## config.mk

```make
export PLATFORM = sky130hd
export DESIGN_NAME = hbc_front_flat
export DESIGN_NICKNAME = d
export VERILOG_FILES = /design/src/hdl/hbc_pkg.sv /design/src/hdl/hbc_ifs.sv /design/src/hdl/hbc_front.sv /design/src/flat_wrapper.sv
export SDC_FILE = /design/constraint.sdc
export NUM_CORES = 1
export LEC_CHECK = 0
export ABC_AREA = 1
export BUFFER_PORTS_ARGS = -buffer_cell sky130_fd_sc_hd__buf_2
export CAP_MARGIN = 5
export CORE_ASPECT_RATIO = 1.75
export CORE_MARGIN = 5
export CORE_UTILIZATION = 51
export DETAILED_ROUTE_END_ITERATION = 16
export PLACE_DENSITY_LB_ADDON = 0.3
export SLEW_MARGIN = 10
export SYNTH_ARGS = -nofsm -noshare
export SYNTH_HDL_FRONTEND = slang
export SYNTH_SLANG_ARGS = --single-unit
```

## constraint.sdc

```tcl
create_clock -name clk -period 8.4 [get_ports clk]
set_input_delay 1.68 -clock clk [delete_from_list [all_inputs] [get_ports clk]]
set_output_delay 1.68 -clock clk [all_outputs]
set_load 0.02 [all_outputs]
```

## src/hdl/hbc_pkg.sv

```systemverilog
// hbc_pkg: shared types and constants of the histogram background classifier
// no dependencies
`timescale 1ns / 1ps

package hbc_pkg;

  localparam int BIN_COUNT           = 256;
  localparam int BIN_W               = 8;
  localparam int MAX_PIXELS_LOG2_DEF = 24;
  localparam int OUT_SUM_W           = 25;
  localparam int EDGE_W              = 9;
  localparam int QUEUE_DEPTH         = 4;

  typedef struct packed {
    logic [BIN_W-1:0] bin;
    logic             last;
  } bin_word_t;

  typedef enum logic [3:0] {
    ST_CLEAR,
    ST_IDLE,
    ST_INC,
    ST_PEAK,
    ST_RWALK,
    ST_LWALK,
    ST_CALC,
    ST_SUMR,
    ST_SUML,
    ST_DONE
  } back_state_t;

endpackage

```

## src/hdl/hbc_ifs.sv

```systemverilog
// hbc_ifs: pixel and result channel interfaces
// depends on nothing
`timescale 1ns / 1ps

interface hbc_pix_if;
  logic       valid;
  logic       ready;
  logic [7:0] red;
  logic [7:0] green;
  logic [7:0] blue;
  logic       last_pixel;
  modport source (output valid, red, green, blue, last_pixel, input ready);
  modport sink (input valid, red, green, blue, last_pixel, output ready);
endinterface


```

## src/hdl/hbc_front.sv

```systemverilog
// hbc_front: brightness bin of each pixel word and the queue toward the back end
// depends on hbc_pkg and hbc_pix_if
`timescale 1ns / 1ps

module hbc_front (
  input  logic             clk,
  input  logic             rst_n,
  hbc_pix_if.sink          in_ch,
  output logic             q_valid,
  output hbc_pkg::bin_word_t q_word,
  input  logic             q_ready
);
  import hbc_pkg::*;

  localparam int PTR_W = $clog2(QUEUE_DEPTH);

  logic [9:0]       sum3;
  logic [19:0]      prod;
  bin_word_t        push_word;
  bin_word_t        mem_r [QUEUE_DEPTH];
  logic [PTR_W-1:0] wptr_r, rptr_r;
  logic [PTR_W:0]   cnt_r;
  logic             push, pop;

  // divide by three through the reciprocal 683/2048, exact for sums up to 765
  assign sum3 = 10'(in_ch.red) + 10'(in_ch.green) + 10'(in_ch.blue);
  assign prod = 20'(sum3) * 20'd683;
  assign push_word.bin  = prod[18:11];
  assign push_word.last = in_ch.last_pixel;

  assign in_ch.ready = (cnt_r != (PTR_W+1)'(QUEUE_DEPTH));
  assign push    = in_ch.valid && in_ch.ready;
  assign q_valid = (cnt_r != '0);
  assign pop     = q_valid && q_ready;
  assign q_word  = mem_r[rptr_r];

  always_ff @(posedge clk) begin
    if (push) begin
      mem_r[wptr_r] <= push_word;
    end
  end

  always_ff @(posedge clk) begin
    if (!rst_n) begin
      wptr_r <= '0;
      rptr_r <= '0;
      cnt_r  <= '0;
    end else begin
      if (push) wptr_r <= wptr_r + 1'b1;
      if (pop) rptr_r <= rptr_r + 1'b1;
      if (push && !pop) cnt_r <= cnt_r + 1'b1;
      else if (pop && !push) cnt_r <= cnt_r - 1'b1;
    end
  end

endmodule

```

## src/flat_wrapper.sv

```systemverilog
// flat-port wrapper written by rule: the top's interface ports become plain ports
module hbc_front_flat import hbc_pkg::*;
  (clk, rst_n, q_valid, q_word, q_ready, in_ch_valid, in_ch_red, in_ch_green, in_ch_blue, in_ch_last_pixel, in_ch_ready);
  hbc_pix_if in_ch_i ();
  input  logic clk;
  input  logic rst_n;
  output logic q_valid;
  output hbc_pkg::bin_word_t q_word;
  input  logic q_ready;
  input wire logic [$bits(in_ch_i.valid)-1:0] in_ch_valid;
  input wire logic [$bits(in_ch_i.red)-1:0] in_ch_red;
  input wire logic [$bits(in_ch_i.green)-1:0] in_ch_green;
  input wire logic [$bits(in_ch_i.blue)-1:0] in_ch_blue;
  input wire logic [$bits(in_ch_i.last_pixel)-1:0] in_ch_last_pixel;
  output wire logic [$bits(in_ch_i.ready)-1:0] in_ch_ready;
  assign in_ch_i.valid = in_ch_valid;
  assign in_ch_i.red = in_ch_red;
  assign in_ch_i.green = in_ch_green;
  assign in_ch_i.blue = in_ch_blue;
  assign in_ch_i.last_pixel = in_ch_last_pixel;
  assign in_ch_ready = in_ch_i.ready;
  hbc_front u_core (.clk(clk), .rst_n(rst_n), .in_ch(in_ch_i), .q_valid(q_valid), .q_word(q_word), .q_ready(q_ready));
endmodule
```

==> metrics.txt <==
status finished clean; crit-path max cell delay 520 ps; RSZ-0062 raised after global routing false; Tcrit/Tclk final roughly nine tenths; Sink Count between 40 and 50; post-DP HPWL 8.25 mm; CP Buf/Inv Count 5; DR WL/cell roughly 14 microns; Root Buffer clkbuf_16; die area 10800 sq um; Setup TNS 0 ps; Mean Syn Cell Area 8.51 sq um; Final nets 700; Seq/Total Area, Yosys 28.1%; DR pass1 iterations 7; row count 45; post-synth top area cell edfxtp_1; Post-synth top flop edfxtp_1; Post-CTS Hold Fix Bufs 0; Post-synth EDFFs 36; PostCTS Resize Cnt 0; Final Non-Filler Cells around 690; WL final 9.51 mm; cell with the most instances after synthesis nand2_1; clock buffer count from CTS 5; pre-CTS setup slack 415 ps; Critical Path Start Type input pin; Longest Clk Path Bufs 2; CP max-delay cell fa_1; All-Layer GR Usage 18.7%; CTS clk-pin slew, worst paths 60 ps; Ports 40; H-tree lvl count 2; CP Depth 30; Crit path max-delay family adder cells; CP arrival 7680 ps; most frequent CP cell nand2_1; largest net degree at the start of global routing 20; Synth area leaders edfxtp_1 24%, ha_1 22%, fa_1 9.4%; drt drc 0; Commonest cells post-synth 100 x nand2_1, 97 x inv_1, 80 x ha_1; Post-CTS Setup Bufs 0; IO buf count 39; Synth cell types 32; minimum clock period 7660 ps; total gr overflow 0; fin area approximately 5000 sq um; placed inst area 4810 sq um; ANT cells 0; Die Y approximately 130 microns; Syn Inst Count 527; final setup fails 0; worst hold path stage count 2; max-cap violations 0; layout cells sized above 1 9.81%; max-slew violations 0; maximum fanout along the worst path 4; flops & latches, synth 45; placed cell count 680; Setup CP Type input pin to register; fmax 0.131 GHz; Synth Cell Area 4480 sq um; setup ws final 743 ps; Setup crit end kind register; vias 3587; Starting DRT DRC Count roughly 110; vias in the first global route 3700; Die Width 80.9 microns; clk_lat worst skew 290 ps; Starting Density 52.0%; Worst slew margin a little over 40%; Req. time, crit path around 8400 ps; count of final hold-check violations 0; first-pass GRT wire length 15.8 mm; post-route antenna net violation count 0; HP Class register to register; Area Growth Syn to Fin 11.1%; Synth warnings 0; r2r worst-path depth 11; Placer Congestion between 0.9 and 1; Core Area 8610 sq um; top cell type's share of synthesized area 24.1%; Syn Nets 657; Worst Skew 4.08 ps; Worst-Margin Slew between 800 and 900 ps; antenna violations before repair 0; Vias/cell 5.21; CTS tree yes; async set-reset flop share out of synthesis 0%
==> per-stage QoR <==
step | hold WS [ps] | utilization, %
detailed placement | 453 | 55.9
floorplan | 436 | -
global route | 499 | 57.8
finish | 458 | 57.8
global placement | 450 | 55.9
CTS | 464 | 57.8
==> registers in the layout (all words and copies together) (netlist names), named ones only <==
name           flops
u_core.mem_r      36
u_core.cnt_r       3
u_core.rptr_r      2
u_core.wptr_r      2
==> area by class of cell <==
type	count	area [sq um]
fill	782	3630
clock buffer	8	168
sequential	45	1260
timing repair buffer	39	195
inverter	99	372
multi-input combinational	380	2840
tap	117	146
==> tightest hold or removal path, cell delays in order, from the launching register on <==
cell and delay, ps:
dfxtp_1 290, inv_1 50, a21oi_1 60
==> routing by layer <==
layer  share of wire (%)  GRT usage [%]
met5                   0              0
met2                  58           38.0
met1                  33           16.3
met3                 2.7           1.28
met4                 5.5           12.4
==> logic make-up after synthesis <==
kind of cell / count (synthesis) / synth area share, %
compound gates: 82 / 10.0
fa+ha+maj: 101 / 31.7
simple gates: 175 / 16.5
flops: 45 / 28.1
xor+xnor: 22 / 5.05
buf+inv: 102 / 8.54
==> final timing paths <==
check	slack (ps)	endpoint	startpoint
max	740	u_core.mem_r[1][6]$_DFFE_PP_	in_ch_green[0]
max reg2reg	6380	u_core.cnt_r[2]$_SDFFE_PN0P_	u_core.cnt_r[0]$_SDFFE_PN0P_
min reg2reg	460	u_core.rptr_r[1]$_SDFFE_PN0P_	u_core.rptr_r[1]$_SDFFE_PN0P_
min	460	u_core.rptr_r[1]$_SDFFE_PN0P_	u_core.rptr_r[1]$_SDFFE_PN0P_
==> cells in the final DEF (no fill, tap or decap), types with 15 or more instances in the layout <==
cell      instances
nand2_1         100
inv_1            97
ha_1             80
buf_2            39
nor2_1           36
edfxtp_1         36
o21ai_0          32
a21oi_1          29
nand3_1          23
fa_1             21
xor2_1           15
Power is left out: the tool's default activity adds up to more than one toggle a clock period on the data nets, which glitch-free logic cannot reach.
